[src/hw/rtl/aqd_pkg.sv]
package aqd_pkg;

  // Field widths
  localparam int SAMPLE_BITS_DEF = 12;
  localparam int STEPS_W         = 16;
  localparam int THR_W           = 12;
  localparam int OP_W            = 2;
  localparam int DIR_W           = 2;
  localparam int TOTAL_W         = 8;
  localparam int WHOLE_W         = 17;
  localparam int MICRO_W         = 21;
  localparam int CFG_IDX_W       = 2;
  localparam int CFG_DATA_W      = 16;

  // Serial divider geometry
  localparam int PROD_W  = 16;  // |pulses| * 360 <= 46080
  localparam int QUO_W   = 20;  // micro quotient < 1000000
  localparam int DVD_W   = 36;  // remainder * 1000000 < 2**36
  localparam int CNT_W   = 6;
  localparam int SCALE_W = 20;

  localparam logic [CNT_W-1:0]   WHOLE_STEPS = CNT_W'(PROD_W);
  localparam logic [CNT_W-1:0]   MICRO_STEPS = CNT_W'(DVD_W);
  localparam logic [8:0]         DEG_PER_TURN = 9'd360;
  localparam logic [SCALE_W-1:0] MICRO_SCALE  = SCALE_W'(1000000);

  // Register reset values and indexes
  localparam logic [STEPS_W-1:0]   STEPS_RST = STEPS_W'(24);
  localparam logic [THR_W-1:0]     THR_RST   = THR_W'(128);
  localparam logic [CFG_IDX_W-1:0] REG_STEPS = CFG_IDX_W'(0);
  localparam logic [CFG_IDX_W-1:0] REG_THR   = CFG_IDX_W'(1);

  // Phase bits: A is the upper bit, B the lower
  localparam logic [1:0] PHASE_A = 2'b10;
  localparam logic [1:0] PHASE_B = 2'b01;

  typedef enum logic [OP_W-1:0] {
    OP_SAMPLE = 2'd0,
    OP_READ   = 2'd1,
    OP_OTHER  = 2'd2
  } op_t;

  typedef enum logic {
    ST_OK    = 1'b0,
    ST_UNSUP = 1'b1
  } status_t;

  // Gray-code step from {old phase, new phase}
  function automatic logic signed [DIR_W-1:0] decode_step(input logic [3:0] code);
    logic signed [DIR_W-1:0] s;
    case (code)
      4'd2, 4'd4, 4'd13, 4'd11: s = -2'sd1;
      4'd1, 4'd7, 4'd14, 4'd8:  s = 2'sd1;
      default:                  s = 2'sd0;
    endcase
    return s;
  endfunction

endpackage

[src/hw/rtl/aqd_in_if.sv]
interface aqd_in_if #(
  parameter int SAMPLE_BITS = aqd_pkg::SAMPLE_BITS_DEF
);
  logic                          valid;
  logic                          ready;
  logic [aqd_pkg::OP_W-1:0]      operation;
  logic [SAMPLE_BITS-1:0]        sample_a;
  logic [SAMPLE_BITS-1:0]        sample_b;

  modport source (output valid, output operation, output sample_a, output sample_b,
                  input ready);
  modport sink   (input valid, input operation, input sample_a, input sample_b,
                  output ready);
endinterface

[src/hw/rtl/aqd_out_if.sv]
interface aqd_out_if;
  logic                                valid;
  logic                                ready;
  logic                                status;
  logic signed [aqd_pkg::DIR_W-1:0]    direction;
  logic                                notify;
  logic signed [aqd_pkg::TOTAL_W-1:0]  pulse_total;
  logic signed [aqd_pkg::WHOLE_W-1:0]  whole_degrees;
  logic signed [aqd_pkg::MICRO_W-1:0]  micro_degrees;

  modport source (output valid, output status, output direction, output notify,
                  output pulse_total, output whole_degrees, output micro_degrees,
                  input ready);
  modport sink   (input valid, input status, input direction, input notify,
                  input pulse_total, input whole_degrees, input micro_degrees,
                  output ready);
endinterface

[src/hw/rtl/aqd_cfg_if.sv]
interface aqd_cfg_if;
  logic                              valid;
  logic                              ready;
  logic [aqd_pkg::CFG_IDX_W-1:0]     reg_index;
  logic [aqd_pkg::CFG_DATA_W-1:0]    wdata;

  modport source (output valid, output reg_index, output wdata, input ready);
  modport sink   (input valid, input reg_index, input wdata, output ready);
endinterface

[src/hw/rtl/analog_quadrature_decoder_core.sv]
// Channel   Dir  Type        Payload
// in_ch     in   aqd_in_if   operation, sample_a, sample_b
// out_ch    out  aqd_out_if  status, direction, notify, pulse_total,
//                            whole_degrees, micro_degrees
// cfg_ch    in   aqd_cfg_if  reg_index (0 steps_per_turn, 1 delta_threshold), wdata
//
// A sample pair or an unsupported read finishes in the cycle it is accepted:
// its result is registered at that edge.
// A rotation read runs restoring division for whole degrees, a multiply step
// that scales the remainder, restoring division for millionths and a load of
// the output register once it is free. The shared bit-serial divider produces
// one quotient bit per cycle.
// One transaction is in flight at a time; in_ch.ready is low while a read
// runs and while an untaken result blocks the output register.
// rst_n is synchronous and active low; it clears the decoder state and loads
// steps_per_turn = 24, delta_threshold = 128. cfg_ch is always ready.
module analog_quadrature_decoder_core #(
  parameter int SAMPLE_BITS = aqd_pkg::SAMPLE_BITS_DEF
) (
  input  logic            clk,
  input  logic            rst_n,
  aqd_in_if.sink          in_ch,
  aqd_out_if.source       out_ch,
  aqd_cfg_if.sink         cfg_ch
);

  // Width of the signed sample change, wide enough for both the change
  // and the negated threshold.
  localparam int DW = ((SAMPLE_BITS > aqd_pkg::THR_W) ? SAMPLE_BITS : aqd_pkg::THR_W) + 2;

  typedef enum logic [4:0] {
    S_IDLE = 5'b00001,  // wait for a transaction
    S_DIVW = 5'b00010,  // divide |pulses|*360 by steps (by 1 if steps is 0)
    S_MUL  = 5'b00100,  // scale the remainder by one million
    S_DIVM = 5'b01000,  // divide the scaled remainder by the same divisor
    S_FIN  = 5'b10000   // load the read result once the output is free
  } state_t;

  state_t state_r, state_nxt;

  // Configuration
  logic [aqd_pkg::STEPS_W-1:0] steps_r, steps_nxt;
  logic [aqd_pkg::THR_W-1:0]   thr_r, thr_nxt;

  // Decoder state
  logic [SAMPLE_BITS-1:0]      last_a_r, last_a_nxt;
  logic [SAMPLE_BITS-1:0]      last_b_r, last_b_nxt;
  logic [1:0]                  phase_r, phase_nxt;
  logic [aqd_pkg::TOTAL_W-1:0] pulse_r, pulse_nxt;

  // Divider datapath
  logic [aqd_pkg::DVD_W-1:0]   dvd_r, dvd_nxt;
  logic [aqd_pkg::STEPS_W-1:0] rem_r, rem_nxt;
  logic [aqd_pkg::STEPS_W-1:0] div_r, div_nxt;
  logic [aqd_pkg::CNT_W-1:0]   cnt_r, cnt_nxt;
  logic                        neg_r, neg_nxt;
  logic [aqd_pkg::PROD_W-1:0]  whole_mag_r, whole_mag_nxt;
  logic [aqd_pkg::TOTAL_W-1:0] hold_total_r, hold_total_nxt;

  // Output register
  logic                               out_valid_r, out_valid_nxt;
  logic                               out_status_r, out_status_nxt;
  logic signed [aqd_pkg::DIR_W-1:0]   out_dir_r, out_dir_nxt;
  logic                               out_notify_r, out_notify_nxt;
  logic [aqd_pkg::TOTAL_W-1:0]        out_total_r, out_total_nxt;
  logic [aqd_pkg::WHOLE_W-1:0]        out_whole_r, out_whole_nxt;
  logic [aqd_pkg::MICRO_W-1:0]        out_micro_r, out_micro_nxt;

  logic out_free, in_ready, in_acc;

  // Sample-pair decode
  logic signed [DW-1:0]         da, db, th, nth;
  logic [1:0]                   phase_new;
  logic signed [aqd_pkg::DIR_W-1:0] step;
  logic [aqd_pkg::TOTAL_W-1:0]  pulse_sum;

  // Read setup
  logic [aqd_pkg::TOTAL_W-1:0]  p_mag;
  logic [aqd_pkg::PROD_W-1:0]   prod_mag;

  // Divider step
  logic [aqd_pkg::STEPS_W:0]    trial;
  logic                         ge;
  logic [aqd_pkg::STEPS_W-1:0]  rem_step;
  logic [aqd_pkg::DVD_W-1:0]    dvd_step;
  logic [aqd_pkg::DVD_W-1:0]    scaled;

  // Result signs
  logic [aqd_pkg::WHOLE_W-1:0]  whole_ext;
  logic [aqd_pkg::MICRO_W-1:0]  micro_ext;

  assign out_free = !out_valid_r || out_ch.ready;
  assign in_ready = (state_r == S_IDLE) && out_free;
  assign in_acc   = in_ch.valid && in_ready;

  assign in_ch.ready  = in_ready;
  assign cfg_ch.ready = 1'b1;

  assign out_ch.valid         = out_valid_r;
  assign out_ch.status        = out_status_r;
  assign out_ch.direction     = out_dir_r;
  assign out_ch.notify        = out_notify_r;
  assign out_ch.pulse_total   = out_total_r;
  assign out_ch.whole_degrees = out_whole_r;
  assign out_ch.micro_degrees = out_micro_r;

  // Phase update: a rise beyond the threshold sets the bit, a fall clears it.
  always_comb begin
    da  = $signed({{(DW-SAMPLE_BITS){1'b0}}, in_ch.sample_a})
        - $signed({{(DW-SAMPLE_BITS){1'b0}}, last_a_r});
    db  = $signed({{(DW-SAMPLE_BITS){1'b0}}, in_ch.sample_b})
        - $signed({{(DW-SAMPLE_BITS){1'b0}}, last_b_r});
    th  = $signed({{(DW-aqd_pkg::THR_W){1'b0}}, thr_r});
    nth = -th;
    phase_new = phase_r;
    if (da > th)  phase_new = phase_new | aqd_pkg::PHASE_A;
    if (da < nth) phase_new = phase_new & ~aqd_pkg::PHASE_A;
    if (db > th)  phase_new = phase_new | aqd_pkg::PHASE_B;
    if (db < nth) phase_new = phase_new & ~aqd_pkg::PHASE_B;
    // An unchanged phase decodes to no step in the table.
    step      = aqd_pkg::decode_step({phase_r, phase_new});
    pulse_sum = pulse_r + {{(aqd_pkg::TOTAL_W-aqd_pkg::DIR_W){step[1]}}, step};
  end

  // Read setup: magnitude of the count times 360 (360 = 256 + 64 + 32 + 8).
  always_comb begin
    p_mag    = pulse_r[aqd_pkg::TOTAL_W-1] ? (~pulse_r + 1'b1) : pulse_r;
    prod_mag = aqd_pkg::PROD_W'({8'd0, p_mag} * {7'd0, aqd_pkg::DEG_PER_TURN});
  end

  // One restoring-division step: shift in the dividend MSB, subtract if it fits.
  always_comb begin
    trial    = {rem_r, dvd_r[aqd_pkg::DVD_W-1]};
    ge       = trial >= {1'b0, div_r};
    rem_step = ge ? aqd_pkg::STEPS_W'(trial - {1'b0, div_r})
                  : trial[aqd_pkg::STEPS_W-1:0];
    dvd_step = {dvd_r[aqd_pkg::DVD_W-2:0], ge};
    scaled   = {{(aqd_pkg::DVD_W-aqd_pkg::STEPS_W){1'b0}}, rem_r}
             * {{(aqd_pkg::DVD_W-aqd_pkg::SCALE_W){1'b0}}, aqd_pkg::MICRO_SCALE};
    whole_ext = {1'b0, whole_mag_r};
    micro_ext = {1'b0, dvd_r[aqd_pkg::QUO_W-1:0]};
  end

  always_comb begin
    state_nxt      = state_r;
    steps_nxt      = steps_r;
    thr_nxt        = thr_r;
    last_a_nxt     = last_a_r;
    last_b_nxt     = last_b_r;
    phase_nxt      = phase_r;
    pulse_nxt      = pulse_r;
    dvd_nxt        = dvd_r;
    rem_nxt        = rem_r;
    div_nxt        = div_r;
    cnt_nxt        = cnt_r;
    neg_nxt        = neg_r;
    whole_mag_nxt  = whole_mag_r;
    hold_total_nxt = hold_total_r;
    out_valid_nxt  = out_valid_r;
    out_status_nxt = out_status_r;
    out_dir_nxt    = out_dir_r;
    out_notify_nxt = out_notify_r;
    out_total_nxt  = out_total_r;
    out_whole_nxt  = out_whole_r;
    out_micro_nxt  = out_micro_r;

    // Drop the result once taken.
    if (out_valid_r && out_ch.ready) begin
      out_valid_nxt = 1'b0;
    end

    if (cfg_ch.valid) begin
      case (cfg_ch.reg_index)
        aqd_pkg::REG_STEPS: steps_nxt = cfg_ch.wdata[aqd_pkg::STEPS_W-1:0];
        aqd_pkg::REG_THR:   thr_nxt   = cfg_ch.wdata[aqd_pkg::THR_W-1:0];
        default: ;
      endcase
    end

    case (state_r)
      S_IDLE: begin
        if (in_acc) begin
          case (in_ch.operation)
            aqd_pkg::OP_SAMPLE: begin
              last_a_nxt     = in_ch.sample_a;
              last_b_nxt     = in_ch.sample_b;
              phase_nxt      = phase_new;
              pulse_nxt      = pulse_sum;
              out_valid_nxt  = 1'b1;
              out_status_nxt = aqd_pkg::ST_OK;
              out_dir_nxt    = step;
              out_notify_nxt = (step != 2'sd0);
              out_total_nxt  = pulse_sum;
              out_whole_nxt  = '0;
              out_micro_nxt  = '0;
            end
            aqd_pkg::OP_READ: begin
              // Start the whole-degree division; clear the count now.
              neg_nxt        = pulse_r[aqd_pkg::TOTAL_W-1];
              hold_total_nxt = pulse_r;
              pulse_nxt      = '0;
              div_nxt        = (steps_r == '0) ? aqd_pkg::STEPS_W'(1) : steps_r;
              dvd_nxt        = {prod_mag, {(aqd_pkg::DVD_W-aqd_pkg::PROD_W){1'b0}}};
              rem_nxt        = '0;
              cnt_nxt        = aqd_pkg::WHOLE_STEPS;
              state_nxt      = S_DIVW;
            end
            default: begin
              // Any other channel: report the count, keep it.
              out_valid_nxt  = 1'b1;
              out_status_nxt = aqd_pkg::ST_UNSUP;
              out_dir_nxt    = 2'sd0;
              out_notify_nxt = 1'b0;
              out_total_nxt  = pulse_r;
              out_whole_nxt  = '0;
              out_micro_nxt  = '0;
            end
          endcase
        end
      end
      S_DIVW: begin
        dvd_nxt = dvd_step;
        rem_nxt = rem_step;
        cnt_nxt = cnt_r - 1'b1;
        if (cnt_r == aqd_pkg::CNT_W'(1)) begin
          state_nxt = S_MUL;
        end
      end
      S_MUL: begin
        // Quotient sits in the low bits; the remainder gets scaled.
        whole_mag_nxt = dvd_r[aqd_pkg::PROD_W-1:0];
        dvd_nxt       = scaled;
        rem_nxt       = '0;
        cnt_nxt       = aqd_pkg::MICRO_STEPS;
        state_nxt     = S_DIVM;
      end
      S_DIVM: begin
        dvd_nxt = dvd_step;
        rem_nxt = rem_step;
        cnt_nxt = cnt_r - 1'b1;
        if (cnt_r == aqd_pkg::CNT_W'(1)) begin
          state_nxt = S_FIN;
        end
      end
      S_FIN: begin
        if (out_free) begin
          // Apply the sign of the count to both parts (truncation toward zero).
          out_valid_nxt  = 1'b1;
          out_status_nxt = aqd_pkg::ST_OK;
          out_dir_nxt    = 2'sd0;
          out_notify_nxt = 1'b0;
          out_total_nxt  = hold_total_r;
          out_whole_nxt  = neg_r ? (~whole_ext + 1'b1) : whole_ext;
          out_micro_nxt  = neg_r ? (~micro_ext + 1'b1) : micro_ext;
          state_nxt      = S_IDLE;
        end
      end
      default: begin
        state_nxt = S_IDLE;
      end
    endcase
  end

  always_ff @(posedge clk) begin
    if (!rst_n) begin
      state_r     <= S_IDLE;
      steps_r     <= aqd_pkg::STEPS_RST;
      thr_r       <= aqd_pkg::THR_RST;
      last_a_r    <= '0;
      last_b_r    <= '0;
      phase_r     <= '0;
      pulse_r     <= '0;
      out_valid_r <= 1'b0;
    end else begin
      state_r     <= state_nxt;
      steps_r     <= steps_nxt;
      thr_r       <= thr_nxt;
      last_a_r    <= last_a_nxt;
      last_b_r    <= last_b_nxt;
      phase_r     <= phase_nxt;
      pulse_r     <= pulse_nxt;
      out_valid_r <= out_valid_nxt;
    end
  end

  always_ff @(posedge clk) begin
    dvd_r        <= dvd_nxt;
    rem_r        <= rem_nxt;
    div_r        <= div_nxt;
    cnt_r        <= cnt_nxt;
    neg_r        <= neg_nxt;
    whole_mag_r  <= whole_mag_nxt;
    hold_total_r <= hold_total_nxt;
    out_status_r <= out_status_nxt;
    out_dir_r    <= out_dir_nxt;
    out_notify_r <= out_notify_nxt;
    out_total_r  <= out_total_nxt;
    out_whole_r  <= out_whole_nxt;
    out_micro_r  <= out_micro_nxt;
  end

  // A rotation read starts the divider and clears the count at once.
  a_read_starts: assert property (@(posedge clk) disable iff (!rst_n)
    (in_acc && in_ch.operation == aqd_pkg::OP_READ)
      |=> (state_r == S_DIVW && pulse_r == '0))
    else $error("rotation read did not start division or clear count");

  // The partial remainder stays below the divisor throughout the micro pass.
  a_rem_bound: assert property (@(posedge clk) disable iff (!rst_n)
    (state_r == S_DIVM) |-> (rem_r < div_r))
    else $error("divider remainder not below divisor");

  // Sample pairs and other-channel reads give a valid result in the next cycle, with the block idle.
  a_single_cycle: assert property (@(posedge clk) disable iff (!rst_n)
    (in_acc && in_ch.operation != aqd_pkg::OP_READ) |=> (out_valid_r && state_r == S_IDLE))
    else $error("single-cycle transaction did not produce a result");

  // The last micro step always hands over to the output load.
  a_divm_done: assert property (@(posedge clk) disable iff (!rst_n)
    (state_r == S_DIVM && cnt_r == aqd_pkg::CNT_W'(1)) |=> (state_r == S_FIN))
    else $error("micro division did not finish");

endmodule

[src/flat_wrapper.sv]
// flat-port wrapper written by rule: the top's interface ports become plain ports
module analog_quadrature_decoder_core_flat 
#(
  parameter int SAMPLE_BITS = aqd_pkg::SAMPLE_BITS_DEF
)
  (clk, rst_n, in_ch_valid, in_ch_operation, in_ch_sample_a, in_ch_sample_b, in_ch_ready, out_ch_valid, out_ch_status, out_ch_direction, out_ch_notify, out_ch_pulse_total, out_ch_whole_degrees, out_ch_micro_degrees, out_ch_ready, cfg_ch_valid, cfg_ch_reg_index, cfg_ch_wdata, cfg_ch_ready);
  aqd_in_if #(.SAMPLE_BITS(SAMPLE_BITS)) in_ch_i ();
  aqd_out_if out_ch_i ();
  aqd_cfg_if cfg_ch_i ();
  input  logic clk;
  input  logic rst_n;
  input wire logic [$bits(in_ch_i.valid)-1:0] in_ch_valid;
  input wire logic [$bits(in_ch_i.operation)-1:0] in_ch_operation;
  input wire logic [$bits(in_ch_i.sample_a)-1:0] in_ch_sample_a;
  input wire logic [$bits(in_ch_i.sample_b)-1:0] in_ch_sample_b;
  output wire logic [$bits(in_ch_i.ready)-1:0] in_ch_ready;
  output wire logic [$bits(out_ch_i.valid)-1:0] out_ch_valid;
  output wire logic [$bits(out_ch_i.status)-1:0] out_ch_status;
  output wire logic [$bits(out_ch_i.direction)-1:0] out_ch_direction;
  output wire logic [$bits(out_ch_i.notify)-1:0] out_ch_notify;
  output wire logic [$bits(out_ch_i.pulse_total)-1:0] out_ch_pulse_total;
  output wire logic [$bits(out_ch_i.whole_degrees)-1:0] out_ch_whole_degrees;
  output wire logic [$bits(out_ch_i.micro_degrees)-1:0] out_ch_micro_degrees;
  input wire logic [$bits(out_ch_i.ready)-1:0] out_ch_ready;
  input wire logic [$bits(cfg_ch_i.valid)-1:0] cfg_ch_valid;
  input wire logic [$bits(cfg_ch_i.reg_index)-1:0] cfg_ch_reg_index;
  input wire logic [$bits(cfg_ch_i.wdata)-1:0] cfg_ch_wdata;
  output wire logic [$bits(cfg_ch_i.ready)-1:0] cfg_ch_ready;
  assign in_ch_i.valid = in_ch_valid;
  assign in_ch_i.operation = in_ch_operation;
  assign in_ch_i.sample_a = in_ch_sample_a;
  assign in_ch_i.sample_b = in_ch_sample_b;
  assign in_ch_ready = in_ch_i.ready;
  assign out_ch_valid = out_ch_i.valid;
  assign out_ch_status = out_ch_i.status;
  assign out_ch_direction = out_ch_i.direction;
  assign out_ch_notify = out_ch_i.notify;
  assign out_ch_pulse_total = out_ch_i.pulse_total;
  assign out_ch_whole_degrees = out_ch_i.whole_degrees;
  assign out_ch_micro_degrees = out_ch_i.micro_degrees;
  assign out_ch_i.ready = out_ch_ready;
  assign cfg_ch_i.valid = cfg_ch_valid;
  assign cfg_ch_i.reg_index = cfg_ch_reg_index;
  assign cfg_ch_i.wdata = cfg_ch_wdata;
  assign cfg_ch_ready = cfg_ch_i.ready;
  analog_quadrature_decoder_core #(.SAMPLE_BITS(SAMPLE_BITS)) u_core (.clk(clk), .rst_n(rst_n), .in_ch(in_ch_i), .out_ch(out_ch_i), .cfg_ch(cfg_ch_i));
endmodule
[config.mk]
export PLATFORM = sky130hd
export DESIGN_NAME = analog_quadrature_decoder_core_flat
export DESIGN_NICKNAME = d
export VERILOG_FILES = /design/src/hw/rtl/aqd_pkg.sv /design/src/hw/rtl/aqd_in_if.sv /design/src/hw/rtl/aqd_out_if.sv /design/src/hw/rtl/aqd_cfg_if.sv /design/src/hw/rtl/analog_quadrature_decoder_core.sv /design/src/flat_wrapper.sv
export SDC_FILE = /design/constraint.sdc
export NUM_CORES = 1
export LEC_CHECK = 0
export ABC_AREA = 1
export BUFFER_PORTS_ARGS = -buffer_cell sky130_fd_sc_hd__buf_2
export CAP_MARGIN = 20
export CORE_MARGIN = 1.5
export CORE_UTILIZATION = 40
export DETAILED_ROUTE_END_ITERATION = 10
export PLACE_DENSITY = 0.6
export SLEW_MARGIN = 20
export SYNTH_ARGS = -nofsm -noshare
export SYNTH_HDL_FRONTEND = slang
export SYNTH_SLANG_ARGS = --single-unit
[constraint.sdc]
create_clock -name clk -period 5.8 [get_ports clk]
set_clock_uncertainty 0.15 [all_clocks]
set_input_delay 0.87 -clock clk [delete_from_list [all_inputs] [get_ports clk]]
set_output_delay 0.87 -clock clk [all_outputs]
set_load 0.03 [all_outputs]
# == Word level (Yosys, flattened, before mapping) ==
# Memory sizes are Yosys's and may differ from the RTL's.
# Index checks and enable logic that the tools add are counted.
# word_totals
n_memories,1
register_bits,217
out_inout_bits,53
romBits,32
# classes
muxes,52
add_sub_neg,9
n_eq_ne,14
mul,2
magnitude_cmp,5
bitwise,3
n_reduce_logical,21
# memory_table
memory,depth,width,rd,rd_clocked_by_memory_dff,wr,line,rtl
(no name shown),16,2,1,0,0,aqd_pkg.sv:51,case (code)
# op_table
operator,count
case mux 36 bit (3 select lines),1
two-way mux 21 bit,4
two-way mux 36 bit,2
two-way mux 17 bit,4
two-way mux 16 bit,3
case mux 16 bit (3 select lines),1
case mux 8 bit (2 select lines),3
case mux 21 bit (2 select lines),1
case mux 17 bit (2 select lines),1
"multiplier 16 x 14 -> 30 bit, second input constant",1
greater-than comparator 14 x 13 -> 1 bit,2
less-than comparator 14 bit,2
subtractor 12 x 12 -> 13 bit,2
two-way mux 5 bit,5
case mux 5 bit (5 select lines),1
two-way mux 8 bit,3
"adder 21 x 1 -> 21 bit, second input constant",1
inverter 20 -> 21 bit,1
case mux 6 bit (3 select lines),1
"adder 17 x 1 -> 17 bit, second input constant",1
greater-or-equal comparator 17 x 16 -> 1 bit,1
inverter 16 -> 17 bit,1
logical NOT 16 bit,1
subtractor 16 bit,1
31 further kinds,62

# == Longest topological paths before layout ==
# Gate-level depths: netlist of run 1.
# An unclocked memory read counts as a cell.
# logic_depth
ltp_word,11
ltp_mapped,37

# == Least setup slack after synthesis of run 1 ==
# No wires, ideal clock.
# synth_timing
path_kind,input to register
from,input port out_ch_ready
to,"register u_core.cnt_r[0] in the netlist's numbering, enable pin"
slack_ns,-0.006
path_stages,6
n_path_buf,0
t_required_ns,5.175
arrival_ns,5.182
cell_sequence,nor2_1 -> nor2_2 -> nand2_1 -> nor2_1 -> nor2_1 -> nor2_1
# synth_via
elab_chain_len,5
# synth_lines
item,line,rtl
from (decl),flat_wrapper.sv:24,input wire logic [$bits(out_ch_i.ready)-1:0] out_ch_ready;
logical OR 1 bit,analog_quadrature_decoder_core.sv:92,assign out_free = !out_valid_r || out_ch.ready;
logical AND 1 bit,analog_quadrature_decoder_core.sv:93,assign in_ready = (state_r == S_IDLE) && out_free;
net in_ch_ready,flat_wrapper.sv:16,output wire logic [$bits(in_ch_i.ready)-1:0] in_ch_ready;
logical AND 1 bit,analog_quadrature_decoder_core.sv:94,assign in_acc = in_ch.valid && in_ready;
inequality test 2 x 1 -> 1 bit (no source line),n/a,
AND reduction 3 bit (no source line),n/a,
to (signal assigned),analog_quadrature_decoder_core.sv:290,cnt_r <= cnt_nxt;
to (decl),analog_quadrature_decoder_core.sv:55,"logic [aqd_pkg::CNT_W-1:0] cnt_r, cnt_nxt;"
# The timed path passes the listed nets, and every way through them passes these cells.
# A chain may end at the register's enable or synchronous reset.

# == Worst setup path after layout of run 1 ==
# layout_timing
from,register u_core.rem_r[0] in the netlist's numbering
to,"register u_core.dvd_r[30] in the netlist's numbering, data pin"
# layout_via
elab_chain_len,2
# layout_lines
item,line,rtl
from (decl),analog_quadrature_decoder_core.sv:53,"logic [aqd_pkg::STEPS_W-1:0] rem_r, rem_nxt;"
from (signal assigned),analog_quadrature_decoder_core.sv:288,rem_r <= rem_nxt;
multiplier 16 x 14 -> 30 bit,analog_quadrature_decoder_core.sv:139,"* {{(aqd_pkg::DVD_W-aqd_pkg::SCALE_W){1'b0}}, aqd_pkg::MICRO_SCALE};"
case mux 36 bit (3 select lines),analog_quadrature_decoder_core.sv:180,case (state_r)
net u_core.dvd_nxt (one bit),analog_quadrature_decoder_core.sv:52,"logic [aqd_pkg::DVD_W-1:0] dvd_r, dvd_nxt;"
to (signal assigned),analog_quadrature_decoder_core.sv:287,dvd_r <= dvd_nxt;
to (decl),analog_quadrature_decoder_core.sv:52,
# The timed path passes the listed nets, and every way through them passes these cells.

==> out/metrics.cfg, run 1 <==
[synth]
synth_area_leaders=edfxtp_1, ha_1, fa_1, dfxtp_1, nand2_1
muxShareOfSynthArea_pct=0
synth_simple_gate_area_share_pct=16.46
yosysWarningCount=0
syn-num-nets=2388
yosysTopAreaCell=edfxtp_1
yosysTopAreaCellShare_pct=25.72
ys_seq_elements=216
syn-instance-count=2035
synth_top_family_by_area=adder cells
synth_compound_area_share_pct=13.50
syn-cell-area_sq_mm=0.01728
async_flop_share_pct=0
synth_edf_count=148
yosys.area_share.adder_pct=25.01
ys.flop_type=edfxtp_1
synth.avg_cell_area_sq_um=8.491
ys_seq_area_share_pct=33.60
synth.distinct_cells=56
synthXorXnorAreaFrac_pct=3.396

[clocking]
clock_sinks=216
cts_buffer_depth=3
clk_latency_ns=0.56
cts-htree-levels=1
cts_tree=built
cts-root-buf=clkbuf_16
numCtsBuffers=27
path_clk_slew_ns=0.07
postCtsHoldBufs=0

[run]
maxCapViolations=0

[grt]
grt_first_pass_wirelength_um=68510
grt_pass1_vias=13965
grt_max_degree=58
grt_overflow=0
antenna_found_initial=0
grt_use_total_pct=19.01

[die]
die_area_sq_mm=0.04445
rows=75
die_y_um=210.8
fp.dieW_um=210.8
io_pins=102
core_area_sq_mm=0.04232
initial_utilization_pct=40.83

[sta]
period_needed_ns=5.569
tightest_slew_ns=0.9008
setup_viol=0
relSlewSlack_pct=39.95
hold_viol=0
finalMaxSlewViolations=0
fmax_mhz=179.6
min_period_over_period_pct=96.02

[finish]
n_antenna_cell=0
fin_area_sq_mm=0.01955
drive_above_1_share_pct=11.00
syn_to_final_growth_pct=13.16
nFillCells=4204
final_common_cell=nand2_1
final_cell_mix=nand2_1, inv_1, ha_1
fin_nets=2514

[placed_design]
placed_cell_area_sq_mm=0.01866
routabilityCongestion=0.9205
hpwl_um=33290
portBuffers=100

[worst_setup_path]
cp_max_fo=6
start_kind=flop
criticalPathCategory=flop to flop
crit_path_end_kind=flop
required_ns=5.95
critPathArrivalTime_ns=5.72

[drt]
vias=13985
firstDrtPassIters=5
drt.antenna.violating_nets=0
routedWlPerCell_um=15.11
via_per_inst=5.069
drtIter0Drc=735
postRouteWirelength_um=41690
drc=0

[min_path]
min_path_type=flop to flop

[outcome]
status=complete, no violations

==> routing by layer <==
metal  vias up  routed length (um)  track usage, %
met5         -                   0               0
met4         0                1219           5.887
met3        69                1337           2.052
met1      6583               18710           23.67
li1       7091                   -               -
met2       242               20420           34.41
==> through the flow <==
step | setup slack (ns) | setup TNS (ns) | cells | hold WS, ns | utilization (%)
after CTS | 0.2387 | 0 | 2759 | 0.3086 | 46.16
after global placement | -0.09851 | -0.1111 | 2709 | 0.2856 | 44.10
after detailed placement | -0.1823 | -0.3848 | 2709 | 0.2955 | 44.10
final | 0.2307 | 0 | 2759 | 0.3070 | 46.20
after global routing | -0.02258 | -0.02258 | 2759 | 0.3177 | 46.20
after floorplan | 0.2240 | 0 | 2035 | 0.2764 | -
==> kinds of logic after synthesis <==
group / count (synthesis)
AND/OR/NAND/NOR: 671
XOR/XNOR: 67
adder cells (fa/ha/maj): 304
AO/OA/AOI/OAI: 421
other: 1
flip-flops: 216
buffers and inverters: 355
==> cell type report <==
cell class              instances  area [sq um]  share of cell area (%)
clock buffers                  43         777.0                   3.974
clock inverters                 7         93.84                  0.4799
inverters                     302          1134                   5.797
multi-input cells            1464         10150                   51.89
flip-flops and latches        216          5806                   29.69
well taps                     577         721.9                   3.692
repair buffers                150         875.8                   4.479
==> synthesized netlist by cell type, drive strengths merged, types with 2 or more instances <==
| master | number |
|---|---|
| nand3b | 2 |
| nand3 | 81 |
| a22oi | 3 |
| nor2 | 204 |
| nor4 | 9 |
| o41ai | 3 |
| buf | 11 |
| a31oi | 5 |
| fa | 69 |
| nor3 | 24 |
| a21boi | 8 |
| o21ai | 162 |
| ha | 235 |
| inv | 302 |
| a211oi | 4 |
| a21o | 10 |
| xor2 | 45 |
| or2 | 8 |
| o22ai | 6 |
| o31ai | 2 |
| xnor2 | 22 |
| nand2 | 323 |
| clkbuf | 42 |
| dfxtp | 68 |
| nand4 | 17 |
| a21oi | 190 |
| edfxtp | 148 |
| and3 | 2 |
| o211ai | 13 |
| o21a | 3 |
| o21bai | 6 |
==> worst max-delay path: stages, from the launching register on <==
cell and delay, ns:
edfxtp_1 0.48, fa_1 0.57, inv_1 0.06, fa_1 0.48, fa_1 0.54, inv_1 0.05
fa_1 0.45, ha_1 0.29, inv_1 0.05, fa_1 0.50, inv_1 0.04, ha_1 0.37
a21oi_2 0.23, nor2_1 0.06, nor2_1 0.19, nand2_1 0.12, nand2_1 0.07, nand3_1 0.12
or2_2 0.30, nand3_1 0.07, nand3_1 0.08
==> sequential cells by signal, indices dropped and copies added, names as in the netlist <==
register / count
u_core.cnt_r: 6
u_core.div_r: 16
u_core.dvd_r: 36
u_core.hold_total_r: 8
u_core.last_a_r: 12
u_core.last_b_r: 12
u_core.out_ch.direction: 2
u_core.out_ch.micro_degrees: 21
u_core.out_ch.notify: 1
u_core.out_ch.pulse_total: 8
u_core.out_ch.status: 1
u_core.out_ch.valid: 1
u_core.out_ch.whole_degrees: 17
u_core.phase_r: 2
u_core.pulse_r: 8
u_core.rem_r: 16
u_core.state_r: 5
u_core.steps_r: 16
u_core.thr_r: 12
u_core.whole_mag_r: 16
==> worst paths after layout <==
kind	startpoint	endpoint	slack, ns	cells after the start
worst min register to register	u_core.last_a_r[6]	u_core.last_a_r[6]	0.31	2
worst min-delay path	u_core.last_a_r[6]	u_core.last_a_r[6]	0.31	2
worst max register to register	u_core.rem_r[0]	u_core.dvd_r[30]	0.23	20
worst max-delay path	u_core.rem_r[0]	u_core.dvd_r[30]	0.23	20
==> timing repair <==
action / CTS / global route
setup buffers: 0 / 0
gates resized for setup: 0 / 5
setup endpoints to repair: 0 / 5
Power of run 1 is left out: the tool's default activity adds up to more than one toggle a clock period on the data nets, which glitch-free logic cannot reach.
==> run 2: changes to the inputs <==
--- a/config.mk
+++ b/config.mk
@@ -10,6 +10,7 @@
 export CAP_MARGIN = 20
 export CORE_MARGIN = 1.5
 export CORE_UTILIZATION = 40
+export CTS_BUF_LIST = sky130_fd_sc_hd__clkbuf_8
 export DETAILED_ROUTE_END_ITERATION = 10
 export PLACE_DENSITY = 0.6
 export SLEW_MARGIN = 20
==> run 2 against run 1 <==
Core utilization decreased by 0.20 points. Die area unchanged. Global-route usage increased by 0.23 points. Register-to-register slack about the same. Cell area decreased by 0.44%. First-iteration DRC count decreased by 4.1%. Hold slack got worse by 0.0087 ns. Critical path depth decreased by 1. Setup slack improved by 0.011 ns. Sequential share of layout area increased by 0.13 points. Sequential cell count unchanged. Final cell count increased by 0.80%.
==> out/metrics.cfg, run 2 (synthesis gave the netlist of run 1 again) <==
[placed_design]
dpl.cell_count=2709  ; unchanged
routabilityCongestion=0.9205  ; unchanged
hpwl_um=33290  ; unchanged
portBuffers=100  ; unchanged
placed_cell_area_sq_mm=0.01866  ; unchanged

[min_path]
min_path_type=flop to flop  ; unchanged
holdPathEnd=u_core.div_r[6]  ; was u_core.last_a_r[6]
holdPathStages=0  ; was 2
min-delay-start=u_core.steps_r[6]  ; was u_core.last_a_r[6]

[die]
die_y_um=210.8  ; unchanged
die_area_sq_mm=0.04445  ; unchanged
core_area_sq_mm=0.04232  ; unchanged
initial_utilization_pct=40.83  ; unchanged
fp.dieW_um=210.8  ; unchanged
rows=75  ; unchanged
io_pins=102  ; unchanged

[worst_setup_path]
crit_path_end_kind=flop  ; unchanged
crit_start=u_core.rem_r[1]  ; was u_core.rem_r[0]
required_ns=5.98  ; was 5.95 ns
start_kind=flop  ; unchanged
r2r_start=u_core.rem_r[1]  ; was u_core.rem_r[0]
cp_slowest_stage_delay_ns=0.58  ; was 0.57 ns
critPathArrivalTime_ns=5.74  ; was 5.72 ns
r2r-end=u_core.dvd_r[30]  ; unchanged
rrSetupSlack_ns=0.24  ; was 0.23 ns
criticalPathCategory=flop to flop  ; unchanged
worst_path_max_delay_cell=fa_1  ; unchanged
crit_chain=buf_4, fa_1, fa_1, fa_1, fa_1, ha_1, inv_1, fa_1, inv_1, ha_1, nand2_1, nor2_1, nor2_1, nand2_1, nand2_1, nand3_1, or2_2, nand3_1, nand3_1  ; was fa_1, inv_1, fa_1, fa_1, inv_1, fa_1, ha_1, inv_1, fa_1, inv_1, ha_1, a21oi_2, nor2_1, nor2_1, nand2_1, nand2_1, nand3_1, or2_2, nand3_1, nand3_1
r2r_cells=19  ; was 20
cp_max_fo=5  ; was 6
cp_common_cell=fa_1  ; unchanged

[clocking]
cts-root-buf=clkbuf_8  ; was clkbuf_16
numCtsBuffers=41  ; was 27
cts-htree-levels=2  ; was 1
postCtsHoldBufs=0  ; unchanged
path_clk_slew_ns=0.07  ; about the same
cts_tree=built  ; unchanged
clock_sinks=216  ; unchanged
cts_buffer_depth=3  ; unchanged
clk_latency_ns=0.59  ; was 0.56 ns

[sta]
relSlewSlack_pct=39.20  ; was 39.95%
finalMaxSlewViolations=0  ; unchanged
whs_ns=0.2984  ; was 0.3070 ns
min_period_over_period_pct=95.83  ; was 96.02%
tightest_slew_ns=0.9119  ; was 0.9008 ns
fmax_mhz=179.9  ; was 179.6 MHz
setup_viol=0  ; unchanged
period_needed_ns=5.558  ; was 5.569 ns
hold_viol=0  ; unchanged

[finish]
fin_area_sq_mm=0.01947  ; was 0.01955 sq mm
final_cell_mix=inv_1, nand2_1, ha_1  ; was nand2_1, inv_1, ha_1
drive_above_1_share_pct=11.57  ; was 11.00%
final_common_cell=inv_1  ; was nand2_1
fin_nets=2530  ; was 2,514
syn_to_final_growth_pct=12.67  ; was 13.16%
instances_no_fill=2781  ; was 2,759
regMostFlops=u_core.dvd_r  ; unchanged
largest_reg_flops=36  ; unchanged
n_antenna_cell=0  ; unchanged

[outcome]
status=complete, no violations  ; unchanged

[grt]
grt_use_total_pct=19.24  ; was 19.01%
grt_pass1_vias=14093  ; was 13,965
grt_max_degree=58  ; unchanged
antenna_found_initial=0  ; unchanged
grt_first_pass_wirelength_um=68910  ; was 68,510 um
grt_overflow=0  ; unchanged

[drt]
via_per_inst=5.042  ; was 5.069
drt.antenna.violating_nets=0  ; unchanged
postRouteWirelength_um=41630  ; was 41,690 um
vias=14021  ; was 13,985
firstDrtPassIters=5  ; unchanged
routedWlPerCell_um=14.97  ; was 15.11 um
drtIter0Drc=705  ; was 735
drc=0  ; unchanged

[run]
maxCapViolations=0  ; unchanged

## run 2: worst max-delay path by stage
stage	to	slack, ns	cells past startpoint
6_report	u_core.dvd_r[30]	0.24	19
5_1_grt	u_core.dvd_r[30]	-0.002	20
3_5_place_dp	u_core.out_ch.pulse_total[6]	-0.18	33
2_1_floorplan	u_core.out_ch.pulse_total[6]	0.22	32
3_3_place_gp	u_core.out_ch.pulse_total[6]	-0.1	33
4_1_cts	u_core.dvd_r[25]	0.22	17
## run 2: cell type report
type	count	area, sq um
Fill cell	4223	22850
Multi-Input combinational cell	1464	10140
Sequential cell	216	5806
Inverter	302	1134
Timing Repair Buffer	152	890.9
Tap cell	577	721.9
Clock buffer	45	619.3
Clock inverter	25	157.7
## run 2: per-layer routing
metal	track usage [%]	vias up	wire length (um)
met4	6.305	0	1061
met5	0	-	0
li1	-	7119	-
met1	23.75	6585	18630
met2	34.47	252	20450
met3	2.676	65	1492
## run 2: what timing repair did
action	in CTS	in global routing
setup endpoints to repair	0	7
gates resized for setup	0	6
buffers inserted	0	2
## run 2: per-stage QoR
step | setup WS [ns] | utilization (%) | setup TNS [ns]
after global routing | -0.001938 | 46.00 | -0.001938
final | 0.2419 | 46.00 | 0
after CTS | 0.2230 | 45.93 | 0
after detailed placement | -0.1823 | 44.10 | -0.3848
after floorplan | 0.2240 | - | 0
after global placement | -0.09851 | 44.10 | -0.1111
## run 2: worst max-delay path: cells and delay by family (launching register included)
family | cells | cell delay (ns)
buffers and inverters | 3 | 0.32
and+or+nand+nor | 9 | 1.19
DFF | 1 | 0.50
adders and majority gates | 7 | 3.18
Power of run 2 is left out for the same reason.
